`config.mk`:
```
export PLATFORM = sky130hd
export DESIGN_NAME = lottery_scheduler_pick
export DESIGN_NICKNAME = d
export VERILOG_FILES = /design/src/hw/rtl/lsp_pkg.sv /design/src/hw/rtl/lsp_ctrl.sv /design/src/hw/rtl/lsp_dp.sv /design/src/hw/rtl/lottery_scheduler_pick.sv
export SDC_FILE = /design/constraint.sdc
export NUM_CORES = 1
export LEC_CHECK = 0
export BUFFER_PORTS_ARGS = -buffer_cell sky130_fd_sc_hd__buf_2
export CORE_ASPECT_RATIO = 2
export CORE_MARGIN = 3
export CORE_UTILIZATION = 31
export CTS_BUF_LIST = sky130_fd_sc_hd__clkbuf_16
export CTS_CLUSTER_SIZE = 16
export DETAILED_ROUTE_END_ITERATION = 12
export GPL_TIMING_DRIVEN = 0
export SLEW_MARGIN = 20
export SYNTH_ARGS = -nofsm -noshare
export SYNTH_HDL_FRONTEND = slang
export SYNTH_SLANG_ARGS = --single-unit
```
`constraint.sdc`:
```
create_clock -name i_clk -period 12.5 [get_ports i_clk]
set_clock_uncertainty 0.05 [all_clocks]
set_input_delay 1.875 -clock i_clk [delete_from_list [all_inputs] [get_ports i_clk]]
set_output_delay 1.875 -clock i_clk [all_outputs]
set_load 0.01 [all_outputs]
```
`src/hw/rtl/lsp_pkg.sv`:
```
// shared types and constants for the lottery scheduler pick block
package lsp_pkg;

    // command codes on i_cmd
    localparam logic CMD_WRITE = 1'b0;
    localparam logic CMD_PICK  = 1'b1;

    // fixed field widths
    localparam int RND_W       = 32;
    localparam int DIV_CNT_W   = 5;
    localparam int SLOT_OUT_W  = 5;
    localparam int TOTAL_OUT_W = 21;
    localparam int TICKET_IN_W = 16;

    typedef enum logic [2:0] {
        ST_IDLE,
        ST_SUM,
        ST_SUM_END,
        ST_DIV_LOAD,
        ST_DIV,
        ST_SCAN,
        ST_SCAN_END,
        ST_DONE
    } t_state;

    // controller to datapath
    typedef struct packed {
        logic load;        // word accepted: clear result regs, latch random word
        logic wr_en;       // write one slot
        logic rd_issue;    // read table at walk address, advance address
        logic sum_phase;   // consume read data into the total
        logic div_load;    // start modulo, rewind walk
        logic div_step;    // one restoring step
        logic scan_phase;  // consume read data into the running sum
    } t_dp_cmd;

    // datapath to controller
    typedef struct packed {
        logic addr_last;
        logic total_zero;
        logic div_last;
    } t_dp_sts;

endpackage

```
`src/hw/rtl/lsp_ctrl.sv`:
```
// control state machine of the lottery scheduler pick block
module lsp_ctrl (
    input  logic             i_clk,
    input  logic             i_rst_n,
    input  logic             start,
    input  logic             i_cmd,
    input  lsp_pkg::t_dp_sts i_sts,
    output lsp_pkg::t_dp_cmd o_dp_cmd,
    output logic             busy,
    output logic             o_valid
);

    lsp_pkg::t_state r_state;
    lsp_pkg::t_state n_state;

    always_ff @(posedge i_clk) begin
        if (!i_rst_n) begin
            r_state <= lsp_pkg::ST_IDLE;
        end else begin
            r_state <= n_state;
        end
    end

    always_comb begin
        n_state = r_state;
        unique case (r_state)
            lsp_pkg::ST_IDLE: begin
                if (start) begin
                    n_state = (i_cmd == lsp_pkg::CMD_PICK) ? lsp_pkg::ST_SUM
                                                          : lsp_pkg::ST_DONE;
                end
            end
            lsp_pkg::ST_SUM: begin
                if (i_sts.addr_last) begin
                    n_state = lsp_pkg::ST_SUM_END;
                end
            end
            lsp_pkg::ST_SUM_END: begin
                n_state = lsp_pkg::ST_DIV_LOAD;
            end
            lsp_pkg::ST_DIV_LOAD: begin
                n_state = i_sts.total_zero ? lsp_pkg::ST_DONE : lsp_pkg::ST_DIV;
            end
            lsp_pkg::ST_DIV: begin
                if (i_sts.div_last) begin
                    n_state = lsp_pkg::ST_SCAN;
                end
            end
            lsp_pkg::ST_SCAN: begin
                if (i_sts.addr_last) begin
                    n_state = lsp_pkg::ST_SCAN_END;
                end
            end
            lsp_pkg::ST_SCAN_END: begin
                n_state = lsp_pkg::ST_DONE;
            end
            lsp_pkg::ST_DONE: begin
                n_state = lsp_pkg::ST_IDLE;
            end
            default: begin
                n_state = lsp_pkg::ST_IDLE;
            end
        endcase
    end

    always_comb begin
        o_dp_cmd = '0;
        busy     = 1'b1;
        o_valid  = 1'b0;
        unique case (r_state)
            lsp_pkg::ST_IDLE: begin
                busy           = 1'b0;
                o_dp_cmd.load  = start;
                o_dp_cmd.wr_en = start && (i_cmd == lsp_pkg::CMD_WRITE);
            end
            lsp_pkg::ST_SUM: begin
                o_dp_cmd.rd_issue  = 1'b1;
                o_dp_cmd.sum_phase = 1'b1;
            end
            lsp_pkg::ST_SUM_END: begin
                o_dp_cmd.sum_phase = 1'b1;
            end
            lsp_pkg::ST_DIV_LOAD: begin
                o_dp_cmd.div_load = 1'b1;
            end
            lsp_pkg::ST_DIV: begin
                o_dp_cmd.div_step = 1'b1;
            end
            lsp_pkg::ST_SCAN: begin
                o_dp_cmd.rd_issue   = 1'b1;
                o_dp_cmd.scan_phase = 1'b1;
            end
            lsp_pkg::ST_SCAN_END: begin
                o_dp_cmd.scan_phase = 1'b1;
            end
            lsp_pkg::ST_DONE: begin
                o_valid = 1'b1;
            end
            default: begin
                busy = 1'b1;
            end
        endcase
    end

endmodule

```
`src/hw/rtl/lsp_dp.sv`:
```
// datapath of the lottery scheduler pick block: slot table, total, modulo, scan
module lsp_dp #(
    parameter int NUM_SLOTS   = 32,
    parameter int TICKET_BITS = 16
) (
    input  logic                              i_clk,
    input  logic                              i_rst_n,
    input  lsp_pkg::t_dp_cmd                  i_dp_cmd,
    input  logic [4:0]                        i_slot_index,
    input  logic [lsp_pkg::TICKET_IN_W-1:0]   i_slot_tickets,
    input  logic                              i_slot_eligible,
    input  logic [lsp_pkg::RND_W-1:0]         i_random_word,
    output lsp_pkg::t_dp_sts                  o_sts,
    output logic [lsp_pkg::SLOT_OUT_W-1:0]    o_chosen_slot,
    output logic                              o_found,
    output logic [lsp_pkg::TOTAL_OUT_W-1:0]   o_total_tickets
);

    localparam int AW = $clog2(NUM_SLOTS);
    localparam int TW = TICKET_BITS + AW;
    localparam int MW = TICKET_BITS + 1;

    // slot table, {eligible, tickets}, with a valid bit per entry
    logic [MW-1:0]          mem [NUM_SLOTS];
    logic [NUM_SLOTS-1:0]   r_valid;

    logic [AW-1:0]          r_addr;
    logic [MW-1:0]          r_rd_data;
    logic                   r_rd_vld;
    logic                   r_rd_live;
    logic [AW-1:0]          r_rd_idx;

    logic [TW-1:0]          r_total;
    logic [TW-1:0]          r_rem;
    logic [lsp_pkg::RND_W-1:0] r_dvd;
    logic [lsp_pkg::DIV_CNT_W-1:0] r_div_cnt;
    logic [TW-1:0]          r_run;
    logic                   r_hit;
    logic [AW-1:0]          r_chosen;

    logic                   wr_in_range;
    logic [AW-1:0]          wr_addr;
    logic                   rd_elig;
    logic [TW-1:0]          rd_tickets;
    logic [TW:0]            rem_sh;
    logic [TW:0]            rem_diff;
    logic [TW-1:0]          run_next;

    assign wr_in_range = (32'(i_slot_index) < NUM_SLOTS);
    assign wr_addr     = AW'(i_slot_index);

    // an entry never written reads as zero tickets, not eligible
    assign rd_elig    = r_rd_vld && r_rd_data[MW-1];
    assign rd_tickets = rd_elig ? TW'(r_rd_data[TICKET_BITS-1:0]) : '0;

    assign rem_sh   = {r_rem, r_dvd[lsp_pkg::RND_W-1]};
    assign rem_diff = rem_sh - {1'b0, r_total};
    assign run_next = r_run + rd_tickets;

    always_ff @(posedge i_clk) begin
        if (i_dp_cmd.wr_en && wr_in_range) begin
            mem[wr_addr] <= {i_slot_eligible, TICKET_BITS'(i_slot_tickets)};
        end
    end

    always_ff @(posedge i_clk) begin
        if (i_dp_cmd.rd_issue) begin
            r_rd_data <= mem[r_addr];
            r_rd_idx  <= r_addr;
        end
    end

    always_ff @(posedge i_clk) begin
        if (!i_rst_n) begin
            r_valid   <= '0;
            r_rd_live <= 1'b0;
            r_rd_vld  <= 1'b0;
            r_hit     <= 1'b0;
        end else begin
            if (i_dp_cmd.wr_en && wr_in_range) begin
                r_valid[wr_addr] <= 1'b1;
            end
            r_rd_live <= i_dp_cmd.rd_issue;
            if (i_dp_cmd.rd_issue) begin
                r_rd_vld <= r_valid[r_addr];
            end
            if (i_dp_cmd.load) begin
                r_hit <= 1'b0;
            end else if (i_dp_cmd.scan_phase && r_rd_live && rd_elig && !r_hit
                         && (run_next > r_rem)) begin
                r_hit <= 1'b1;
            end
        end
    end

    always_ff @(posedge i_clk) begin
        if (i_dp_cmd.load || i_dp_cmd.div_load) begin
            r_addr <= '0;
        end else if (i_dp_cmd.rd_issue) begin
            r_addr <= r_addr + AW'(1);
        end

        if (i_dp_cmd.load) begin
            r_total <= '0;
            r_dvd   <= i_random_word;
        end else if (i_dp_cmd.sum_phase && r_rd_live) begin
            r_total <= r_total + rd_tickets;
        end else if (i_dp_cmd.div_step) begin
            r_dvd <= {r_dvd[lsp_pkg::RND_W-2:0], 1'b0};
        end

        // restoring modulo, one quotient bit a cycle
        if (i_dp_cmd.div_load) begin
            r_rem     <= '0;
            r_div_cnt <= '0;
        end else if (i_dp_cmd.div_step) begin
            r_rem     <= rem_diff[TW] ? TW'(rem_sh) : TW'(rem_diff);
            r_div_cnt <= r_div_cnt + lsp_pkg::DIV_CNT_W'(1);
        end

        if (i_dp_cmd.div_load) begin
            r_run <= '0;
        end else if (i_dp_cmd.scan_phase && r_rd_live) begin
            r_run <= run_next;
        end

        // winner index, cleared when a word is accepted
        if (i_dp_cmd.load) begin
            r_chosen <= '0;
        end else if (i_dp_cmd.scan_phase && r_rd_live && rd_elig && !r_hit
                     && (run_next > r_rem)) begin
            r_chosen <= r_rd_idx;
        end
    end

    assign o_sts.addr_last  = (r_addr == AW'(NUM_SLOTS - 1));
    assign o_sts.total_zero = (r_total == '0);
    assign o_sts.div_last   = (r_div_cnt == lsp_pkg::DIV_CNT_W'(lsp_pkg::RND_W - 1));

    assign o_chosen_slot   = r_hit ? lsp_pkg::SLOT_OUT_W'(r_chosen) : '0;
    assign o_found         = r_hit;
    assign o_total_tickets = lsp_pkg::TOTAL_OUT_W'(r_total);

endmodule

```
`src/hw/rtl/lottery_scheduler_pick.sv`:
```
// top level of the lottery scheduler pick block
// write word: result strobe in the cycle after accept, busy only in that cycle
// pick word: from accept to result, two serial walks over the one-port slot table
// and a 32-step modulo; the modulo and scan walk are skipped with no eligible tickets;
// one word in flight, receiver cannot stall
// synchronous active-low reset clears the slot table valid bits and the controller
module lottery_scheduler_pick #(
    parameter int NUM_SLOTS   = 32,
    parameter int TICKET_BITS = 16
) (
    input  logic                              i_clk,
    input  logic                              i_rst_n,
    input  logic                              start,
    output logic                              busy,
    input  logic                              i_cmd,
    input  logic [4:0]                        i_slot_index,
    input  logic [lsp_pkg::TICKET_IN_W-1:0]   i_slot_tickets,
    input  logic                              i_slot_eligible,
    input  logic [lsp_pkg::RND_W-1:0]         i_random_word,
    output logic                              o_valid,
    output logic [lsp_pkg::SLOT_OUT_W-1:0]    o_chosen_slot,
    output logic                              o_found,
    output logic [lsp_pkg::TOTAL_OUT_W-1:0]   o_total_tickets
);

    // command and status between controller and datapath
    lsp_pkg::t_dp_cmd dp_cmd;
    lsp_pkg::t_dp_sts dp_sts;

    // controller: sequences writes, and for picks the sum walk, modulo, scan walk and result strobe
    lsp_ctrl u_ctrl (
        .i_clk    (i_clk),
        .i_rst_n  (i_rst_n),
        .start    (start),
        .i_cmd    (i_cmd),
        .i_sts    (dp_sts),
        .o_dp_cmd (dp_cmd),
        .busy     (busy),
        .o_valid  (o_valid)
    );

    // datapath: slot table with valid bits, total accumulator,
    // restoring modulo unit and the running-sum scan
    lsp_dp #(
        .NUM_SLOTS   (NUM_SLOTS),
        .TICKET_BITS (TICKET_BITS)
    ) u_dp (
        .i_clk           (i_clk),
        .i_rst_n         (i_rst_n),
        .i_dp_cmd        (dp_cmd),
        .i_slot_index    (i_slot_index),
        .i_slot_tickets  (i_slot_tickets),
        .i_slot_eligible (i_slot_eligible),
        .i_random_word   (i_random_word),
        .o_sts           (dp_sts),
        .o_chosen_slot   (o_chosen_slot),
        .o_found         (o_found),
        .o_total_tickets (o_total_tickets)
    );

    // an accepted word always makes the block busy next cycle
    a_accept_busy: assert property (@(posedge i_clk) disable iff (!i_rst_n)
        (start && !busy) |=> busy)
        else $error("accepted word did not raise busy");

    // the result strobe ends the work on a word
    a_valid_then_idle: assert property (@(posedge i_clk) disable iff (!i_rst_n)
        o_valid |=> !busy)
        else $error("busy stayed high after result strobe");

    // a result is only shown while the word is still in flight
    a_valid_in_flight: assert property (@(posedge i_clk) disable iff (!i_rst_n)
        o_valid |-> busy)
        else $error("result strobe while idle");

    // no winner means the chosen slot reads zero
    a_no_win_zero_slot: assert property (@(posedge i_clk) disable iff (!i_rst_n)
        (o_valid && !o_found) |-> (o_chosen_slot == '0))
        else $error("nonzero slot without a winner");

endmodule

```
### Yosys cells after proc, flatten, opt, wreduce, memory -nomap -nowiden

Memories as Yosys holds them, arrays and structs flattened. A register that Yosys moved wholly into a read port is not among the register bits.
Cells that the tools add are included.

| word-level totals | value |
|---|---|
| bits in registers | 153 |
| memory bits (writable) | 544 |
| input port bits | 58 |
| output and inout bits | 29 |
| word-level logic and storage cells | 86 |
| memories | 1 |

| cells by class | value |
|---|---|
| add/sub/neg operators | 5 |
| $lt $le $gt $ge | 4 |
| eq/ne operators | 14 |
| muxes and demuxes | 27 |
| bitwise logic cells | 3 |
| reduce and logical (&&, ||, !) cells | 19 |

Memories:

| name | words | width | rd ports | clocked after memory_dff | wr ports | RTL line | text |
|---|---|---|---|---|---|---|---|
| u_dp.mem | 32 | 17 | 1 | 1 | 1 | lsp_dp.sv:24 | `logic [MW-1:0] mem [NUM_SLOTS];` |

Operator list:

| kind | number |
|---|---|
| 32-bit two-way mux | 3 |
| 21-bit adder | 2 |
| 32-bit bitwise OR | 1 |
| 3-bit one-hot mux with 8 select lines | 1 |
| 22-bit by 21-bit subtractor with 22-bit output | 1 |
| 21-bit > comparator | 1 |
| 21-bit zero test | 1 |
| 21-bit two-way mux | 1 |
| 16-bit two-way mux | 1 |
| 3-bit two-way mux | 5 |
| 3-bit equality test, second input constant | 4 |
| 5-bit by 6-bit < comparator with 1-bit output, second input constant | 2 |
| 1-bit two-way mux | 11 |
| 5-bit by 1-bit adder with 5-bit output, second input constant | 2 |
| 5-bit equality test, second input constant | 2 |
| 1-bit logical AND | 8 |
| 2-bit != test, second input constant | 4 |
| 2-bit OR reduction | 4 |
| 3-bit by 2-bit equality test with 1-bit output, second input constant | 2 |
| 1-bit binary-select mux with 5-bit select | 1 |
| 1-bit demux with 5-bit select | 1 |
| 5-bit by 1-bit greater-or-equal comparator with 1-bit output, second input constant | 1 |
| 5-bit two-way mux | 1 |
| 2-bit two-way mux | 2 |
| other kinds (9) | 10 |

### Longest topological paths before layout

Gate-level depths: netlist (run 1).

| depth | value |
|---|---|
| depth in word-level cells | 7 |
| depth in mapped cells | 27 |
| gate-level depth less buffers | 23 |

### Cells and area by module

From an unflattened synthesis (run 1), not the netlist that was laid out.

| second synthesis, totals | value |
|---|---|
| cells, all modules | 1959 |
| area, all modules | 31361.3 µm² |

Modules (own cells, without submodules):

| module | times used | cells each | area each (µm²) | sequential area each (µm²) |
|---|---|---|---|---|
| lsp_dp | 1 | 1931 | 31112.3 | 20219.4 |
| lsp_ctrl | 1 | 28 | 249.0 | 60.1 |

### Least setup slack after synthesis (run 1)

OpenSTA, ideal clock, no wires.

| timing path | value |
|---|---|
| path kind | reg2reg |
| from | register u_dp.r_rd_data[16] (read register of u_dp.mem) |
| to | register u_dp.r_chosen[0] |
| setup time | 128 ps |
| arrival | 5117 ps |
| data required time | 12322 ps |
| path slack | 7206 ps |
| stages on the path, launching flop included | 26 |
| buffers on the path | 4 |
| period minus slack after synthesis | 5294 ps |
| path through | edfxtp_1 buf_2 and2_1 buf_2 clkbuf_1 nand2_1 xnor2_1 ha_1 a2111oi_1 a221oi_2 and3_1 buf_4 o221a_2 a21oi_2 o31ai_4 a31o_4 a221oi_2 nor2_1 xor2_1 ha_1 nand3_1 nor3_1 o211ai_1 a21oi_1 mux2i_1 nor2_1 |

| between the ends | value |
|---|---|
| cells in the longest elaborated chain, start to end | 5 |
| elaborated cells between the ends (all ways) | 7 |
| those cells by class | 1 x add/sub; 1 x order compare; 1 x mux; 4 x reduce/logical |

Ends and longest elaborated chain:

| element | RTL line | text |
|---|---|---|
| start, declared | lsp_dp.sv:28 | `logic [MW-1:0] r_rd_data;` |
| 1-bit logical AND | lsp_dp.sv:53 | `assign rd_elig = r_rd_vld && r_rd_data[MW-1];` |
| 16-bit two-way mux | lsp_dp.sv:54 | `assign rd_tickets = rd_elig ? TW'(r_rd_data[TICKET_BITS-1:0]) : '0;` |
| 21-bit adder | lsp_dp.sv:58 | `assign run_next = r_run + rd_tickets;` |
| net u_dp.run_next[20] | lsp_dp.sv:47 | `logic [TW-1:0] run_next;` |
| 21-bit > comparator | lsp_dp.sv:131 | `&& (run_next > r_rem)) begin` |
| 1-bit logical AND | lsp_dp.sv:131 |  |
| end signal, assigned | lsp_dp.sv:132 | `r_chosen <= r_rd_idx;` |
| end, declared | lsp_dp.sv:39 | `logic [AW-1:0] r_chosen;` |

The timed path passes the listed nets, and every way through them passes these cells.
A chain may end at the register's enable or synchronous reset.

### Worst setup path after layout (run 1)

Same ends and word-level chain as after synthesis.

==> results of run 1 <==
## power by group through the flow
stage / combinational [uW] / sequential [uW] / clock [uW]
after floorplan: 1370 / 2890 / 0
after CTS: 1960 / 2870 / 2110
after detailed placement: 1950 / 2920 / 0
final: 1930 / 2870 / 2060
after global placement: 1910 / 2920 / 0
after global routing: 2110 / 2890 / 2190
## worst max-delay path: cells and delay by family (launching register included)
kind	cells	cell delay [ps]
AOI/OAI and AO/OA	9	2710
and+or+nand+nor	7	1130
buffers and inverters	4	1100
adders and majority gates	2	550
DFF	1	430
xor gates and xnor gates	2	320
muxes	1	270
## registers in the layout, summed over array words and instances, names as in the netlist
signal and cells:
u_dp.r_rd_live 1, u_dp.r_rd_data 17, u_dp.mem 544, u_dp.r_chosen 5, u_dp.r_rd_vld 1, u_dp.o_total_tickets 21
u_dp.r_rd_idx 5, u_ctrl.r_state 3, u_dp.r_addr 5, u_dp.o_found 1, u_dp.r_div_cnt 5, u_dp.r_valid 32
u_dp.r_dvd 32, u_dp.r_run 21, u_dp.r_rem 21
## how the worst max path moves through the flow
stage | startpoint | to | slack [ps] | cells after the start
floorplan | u_dp.r_rd_data[16]$_DFFE_PP_ | u_dp.r_chosen[0]$_SDFFE_PP0P_ | 7210 | 25
global placement | u_dp.r_rd_data[16]$_DFFE_PP_ | u_dp.r_chosen[0]$_SDFFE_PP0P_ | 5940 | 25
CTS | u_dp.r_rd_data[16]$_DFFE_PP_ | u_dp.r_chosen[0]$_SDFFE_PP0P_ | 5780 | 25
detailed placement | u_dp.r_rd_data[16]$_DFFE_PP_ | u_dp.r_chosen[0]$_SDFFE_PP0P_ | 5820 | 25
global route | u_dp.r_rd_data[16]$_DFFE_PP_ | u_dp.r_chosen[0]$_SDFFE_PP0P_ | 5370 | 27
finish | u_dp.r_rd_data[16]$_DFFE_PP_ | u_dp.r_chosen[0]$_SDFFE_PP0P_ | 5780 | 25
## cell type report
class,instances,area share (%)
clock inverter,50,1.24
clock buffer,70,4.88
multi-input combinational,1134,28.6
buffer,108,1.22
antenna,4,0.0279
inverter,60,0.628
timing repair buffer,102,2.29
tap,1320,4.60
sequential,714,56.5
## cell usage in the layout (no fill, tap or decap), drive strengths merged, types with 8 or more instances in the layout
cell type	n
edfxtp	598
nand2	187
mux4	174
nor2	156
clkbuf	151
buf	129
dfxtp	116
a21oi	80
inv	72
ha	66
o21ai	60
mux2i	41
xnor2	35
a21o	28
xor2	28
clkinv	26
nand3	23
and3	21
mux2	18
nand4	15
nor3	15
and2	14
a211oi	12
nand2b	12
o31ai	12
nor2b	11
o211ai	9
a31oi	9
or3	8
## logic make-up (layout without fill, tap and decap cells)
logic type	after synthesis	count (layout)
adders and majority gates	71	71
buffers and inverters	168	390
DFF	714	714
xor gates and xnor gates	63	63
and+or+nand+nor	490	490
muxes	233	233
AOI/OAI and AO/OA	277	277
other	0	4
## layer usage
metal | vias up | track usage [%] | share of wire, %
met4 | 4 | 7.93 | 5.1
met1 | 9264 | 15.4 | 33
met3 | 186 | 2.53 | 4.3
met5 | - | 0 | 0.032
li1 | 8164 | - | -
met2 | 553 | 32.6 | 58
## through the flow
step / std cells / util [%]
CTS: 3558 / 36.3
floorplan: 2016 / -
global placement: 3422 / 33.4
detailed placement: 3438 / 34.0
global route: 3558 / 36.3
finish: 3562 / 36.3
==> results_dict.tcl, run 1 <==
set metrics [dict create \
    synth-main-ff-cell "edfxtp_1" \
    setup_tns_ps 0 \
    crit_path_start_kind "flop" \
    synth_top_cells_by_count "edfxtp_1, nand2_1, mux4_2" \
    synth.avg_cell_area_um2 15.3 \
    ir_worst_vdd_mv 0.123 \
    drt_first_pass_iters 5 \
    tightestPinTransition_ps 1180 \
    ys_top_cells_by_area "edfxtp_1, mux4_2, dfxtp_1" \
    dieHeight_um 453 \
    power.density_nw_per_um2 191 \
    min_to "u_dp.r_run[0]$_SDFFE_PP0P_" \
    drtIter0Drc 1208 \
    synthCells 2016 \
    whs_ps 413 \
    combPwrFrac_pct 28.1 \
    synthesis.area_um2 30900 \
    fin_area_um2 35900 \
    maxSlewViolCount 0 \
    cts_max_path_buffers 3 \
    routed_wl_mm 84.7 \
    crit_required_ps 12920 \
    die-width_um 229 \
    final_antenna_net_count 0 \
    p_total_uw 6860 \
    grt_pass1_vias 19407 \
    gp_congestion 0.849 \
    slew-limit-headroom_pct 20.8 \
    synth_most_common_cell "edfxtp_1" \
    rr_startpoint "u_dp.r_rd_data[16]$_DFFE_PP_" \
    synth_top_area_cell "edfxtp_1" \
    max_freq_mhz 149 \
    internal-power_uw 4720 \
    synthXorXnorAreaFrac_pct 1.78 \
    seqCellArea_um2 20300 \
    ys_seq_area_share_pct 65.5 \
    status "completed" \
    worstPathArrival_ps 7140 \
    grt_max_degree 33 \
    htreeDepth 3 \
    nFillCells 9288 \
    route.vias.total 18171 \
    cts_tree "done" \
    cap_violations 0 \
    start_util_pct 31.3 \
    multi_input_area_um2 10300 \
    syn2layout_area_growth_pct 16.0 \
    switchingPower_uw 2140 \
    placedInstanceArea_um2 33700 \
    hold_viol 0 \
    synth-compound-area-share_pct 5.96 \
    rows 163 \
    setup_ws_ps 5780 \
    cts_sinks 714 \
    drive_above_1_share_pct 21.1 \
    cp-end-kind "flop" \
    reg2reg_slack_ps 5780 \
    synth-simple-area-share_pct 7.12 \
    dp_hpwl_mm 60.7 \
    layout.nets 2312 \
    synthMuxAreaShare_pct 14.6 \
    hp-class "reg2reg" \
    crit_fanout 10 \
    reg2reg_to "u_dp.r_chosen[0]$_SDFFE_PP0P_" \
    vias_per_cell 5.10 \
    layout_min_cycle_time_ps 6720 \
    grt_pass1_wl_mm 124 \
    io_buffer_count 86 \
    synth-seq-cells 714 \
    cts_resized 0 \
    cts-root-buf "clkbuf_16" \
    hold_buffers 0 \
    dieArea_um2 104000 \
    holdPathStages 2 \
    ios 87 \
    route.detailed.drc 0 \
    finalSetupViolations 0 \
    grt_use_total_pct 16.1 \
    slowest_delay_ps 660 \
    synth_top_area_share_pct 58.0 \
    ys_async_sr_fraction_pct 0 \
    min_period_over_period_pct 53.7 \
    min-delay-start "u_dp.r_run[0]$_SDFFE_PP0P_" \
    reg2reg_depth 25 \
    p_leak_uw 0.0121 \
    gr-total-overflow 0 \
    coreArea_um2 98900 \
    wire_per_inst_um 23.8 \
    clockPowerShare_pct 30.0 \
    antenna_found_initial 6 \
    pre_cts_ws_ps 5820 \
    p_sw_share_pct 31.1 \
    worst_path_max_delay_cell "a21oi_1" \
    clk_pin_slew_worst_paths_ps 60 \
    synth_cell_types 80 \
    yosys.area_share.adder_pct 2.86 \
    syn-num-nets 2141 \
    numCtsBuffers 67 \
    synth_edf_count 598 \
    synth_top_family_by_area "multiplexers" \
    seq_power_share_pct 41.9 \
    crit_type "reg2reg" \
    rsz0062_at_grt "false" \
    postCtsSetupRepairBufs 0 \
    ys_warn_count 0 \
    clkLatencyLatePin_ps 620 \
]
(Power assumes the default switching activity.)
==> inputs of run 2 (changes only) <==
- ABC_AREA: not set -> 1
- clock period: 12.5 -> 7.03 ns (I/O delays scaled with it)
==> run 2 against run 1 <==
Compared with the run above: sequential share of layout area decreased by 2.5 points; utilization is 0.10 points lower; sequential power increased by 84%; register-to-register slack lost 3300 ps; cell area increased by 4.7%; sequential cell count is the same; count of clock-buffer cells in the layout shrank 9; routed wire length increased by 43%; non-clock buffer count rose by 55; first-iteration DRC count increased by 89%; die area is 5.2% higher; combinational power grew to 3.0 times the previous value; critical endpoint is now u_dp.r_chosen[1]$_SDFFE_PP0P_.
==> results_dict.tcl, run 2 <==
set metrics [dict create \
    status "completed" \
    p_leak_uw 0.0139 \
    max_freq_mhz 220 \
    min_period_over_period_pct 64.5 \
    syn-num-nets 3382 \
    cts_tree "done" \
    grt_use_total_pct 21.4 \
    crit_path_start_kind "flop" \
    crit_type "reg2reg" \
    io_buffer_count 86 \
    tightestPinTransition_ps 1140 \
    cts_sinks 714 \
    drive_above_1_share_pct 9.40 \
    ios 87 \
    worst_path_max_delay_cell "nor2_1" \
    routed_wl_mm 121 \
    grt_use_met2_pct 40.5 \
    final_antenna_net_count 0 \
    ir_worst_vdd_mv 0.232 \
    die-width_um 235 \
    htreeDepth 2 \
    synthesis.area_um2 32600 \
    ys_async_sr_fraction_pct 0 \
    ys_seq_area_share_pct 62.2 \
    met1_usage_pct 19.9 \
    drt_first_pass_iters 5 \
    crit_fanout 10 \
    hold_viol 0 \
    ys_warn_count 0 \
    clk_pin_slew_worst_paths_ps 70 \
    synth-seq-cells 714 \
    setup_tns_ps 0 \
    grt_pass1_wl_mm 171 \
    gp_congestion 1.03 \
    grt_max_degree 33 \
    cp-end-kind "flop" \
    dieArea_um2 109000 \
    crit_required_ps 7600 \
    synth_cell_types 54 \
    clkLatencyLatePin_ps 720 \
    layout_commonest_cell "edfxtp_1" \
    top_usage_layer "met2" \
    synth_top_area_cell "edfxtp_1" \
    synth-main-ff-cell "edfxtp_1" \
    dieHeight_um 464 \
    synth_top_cells_by_count "edfxtp_1, nor2_1, nand2_1" \
    rows 167 \
    maxSlewViolCount 0 \
    postCtsSetupRepairBufs 0 \
    grt_pass1_vias 25241 \
    rsz0062_at_grt "false" \
    top_register "u_dp.mem" \
    cts_max_path_buffers 3 \
    route.detailed.drc 0 \
    layout.nets 3553 \
    largest_reg_flops 544 \
    cts_resized 0 \
    synth_most_common_cell "edfxtp_1" \
    cap_violations 0 \
    syn2layout_area_growth_pct 15.3 \
    p_total_uw 14600 \
    synthCells 3257 \
    use_met3_pct 2.51 \
    dp_hpwl_mm 90.1 \
    hold_buffers 0 \
    antenna_found_initial 5 \
    synth_edf_count 598 \
    power.density_nw_per_um2 389 \
    cts-root-buf "clkbuf_16" \
    finalSetupViolations 0 \
    crit_chain "nand2_4 > buf_6 > nor2_1 > ha_1 > nand2_1 > nor2_1 > nor3b_1 > nand3_1 > nand4_1 > nand2_1 > ha_1 > nand3_1 > nor3_1 > a41oi_2 > nand2_1 > nand2_1 > a21oi_1" \
    layout_min_cycle_time_ps 4540 \
    coreArea_um2 104000 \
    crit_top_cell "nand2_1" \
    wire_per_inst_um 25.1 \
    drtIter0Drc 2289 \
    reg.largest.list "u_dp.mem: 544 flops, u_dp.r_dvd: 32 flops, u_dp.r_valid: 32 flops" \
    vias_per_cell 5.29 \
    start_util_pct 31.4 \
    numCtsBuffers 61 \
    worstPathArrival_ps 5110 \
    gr-total-overflow 0 \
    layout_common_cells "edfxtp_1, nand2_1, nor2_1" \
    ys_top_cells_by_area "edfxtp_1, dfxtp_1, nor2_1" \
    route.vias.total 25592 \
    slew-limit-headroom_pct 24.0 \
    synth_top_area_share_pct 55.1 \
    synth.avg_cell_area_um2 10.0 \
    hp-class "reg2reg" \
    nFillCells 10277 \
    slowest_delay_ps 520 \
]
==> run 2: changes by cell type after synthesis, moves of 39 or more <==
cell,delta
nand2_1,+328
nor2_1,+384
o22ai_1,+69
nand3_1,+147
o21ai_0,+327
mux4_2,-174
clkbuf_1,+46
o221ai_1,+64
inv_1,+186
a21oi_1,+39
==> run 2: cell type report <==
type / instances / area, um^2 / area share [%]
Clock inverter: 53 / 519 / 1.38
Multi-Input combinational cell: 2131 / 10900 / 29.1
Sequential cell: 714 / 20300 / 54.0
Inverter: 255 / 970 / 2.58
Buffer: 157 / 652 / 1.74
Antenna cell: 5 / 12.5 / 0.0333
Timing Repair Buffer: 108 / 986 / 2.62
Tap cell: 1352 / 1690 / 4.50
Clock buffer: 61 / 1530 / 4.06
==> run 2: layer usage <==
| layer | vias up | share of wire, % |
|---|---|---|
| met5 | - | 0.029 |
| met1 | 12357 | 32 |
| li1 | 11741 | - |
| met3 | 399 | 5.0 |
| met4 | 6 | 11 |
| met2 | 1089 | 53 |
==> run 2: cell families (layout without fill, tap and decap cells) <==
kind of cell	count (synthesis)	count (layout)	share of synthesized area, %
other	0	5	0
xor gates and xnor gates	25	25	0.672
DFF	714	714	62.2
adders and majority gates	67	67	2.60
and+or+nand+nor	1329	1329	17.1
AOI/OAI and AO/OA	706	706	12.3
muxes	4	4	0.123
buffers and inverters	412	634	4.98
==> run 2: critical path: cells and delay by family, from the launching register on <==
| kind | cells | cell delay (ps) |
|---|---|---|
| simple gates | 12 | 2680 |
| fa+ha+maj | 2 | 600 |
| flops | 1 | 490 |
| compound gates | 2 | 440 |
| buf+inv | 1 | 190 |
==> run 2: worst paths after layout <==
path / slack [ps] / cells after the start / end / from
hold / removal: 390 / 0 / u_dp.r_rd_idx[2]$_DFFE_PP_ / u_dp.r_addr[2]$_SDFFE_PP0P_
setup / recovery: 2490 / 17 / u_dp.r_chosen[1]$_SDFFE_PP0P_ / u_dp.r_rd_vld$_SDFFE_PN0P_
hold reg to reg: 390 / 0 / u_dp.r_rd_idx[2]$_DFFE_PP_ / u_dp.r_addr[2]$_SDFFE_PP0P_
setup reg to reg: 2490 / 17 / u_dp.r_chosen[1]$_SDFFE_PP0P_ / u_dp.r_rd_vld$_SDFFE_PN0P_
==> run 2: report_power, final <==
group          leakage [uW]  total, uW  internal, uW  switching (uW)
Clock               0.00102       3510          1860            1650
Sequential          0.00636       5290          5030             255
Combinational       0.00655       5830          1590            4230
==> run 2: through the flow <==
step / setup slack [ps] / hold WS, ps / cells / area, um^2 / utilization [%]
final: 2490 / 386 / 4836 / 37600 / 36.2
after global routing: 2230 / 418 / 4832 / 37600 / 36.2
after CTS: 2580 / 383 / 4831 / 37600 / 36.2
after detailed placement: 2610 / 364 / 4717 / 35500 / 34.2
after global placement: 2570 / 363 / 4695 / 34700 / 33.4
after floorplan: 3710 / 356 / 3257 / 32600 / -
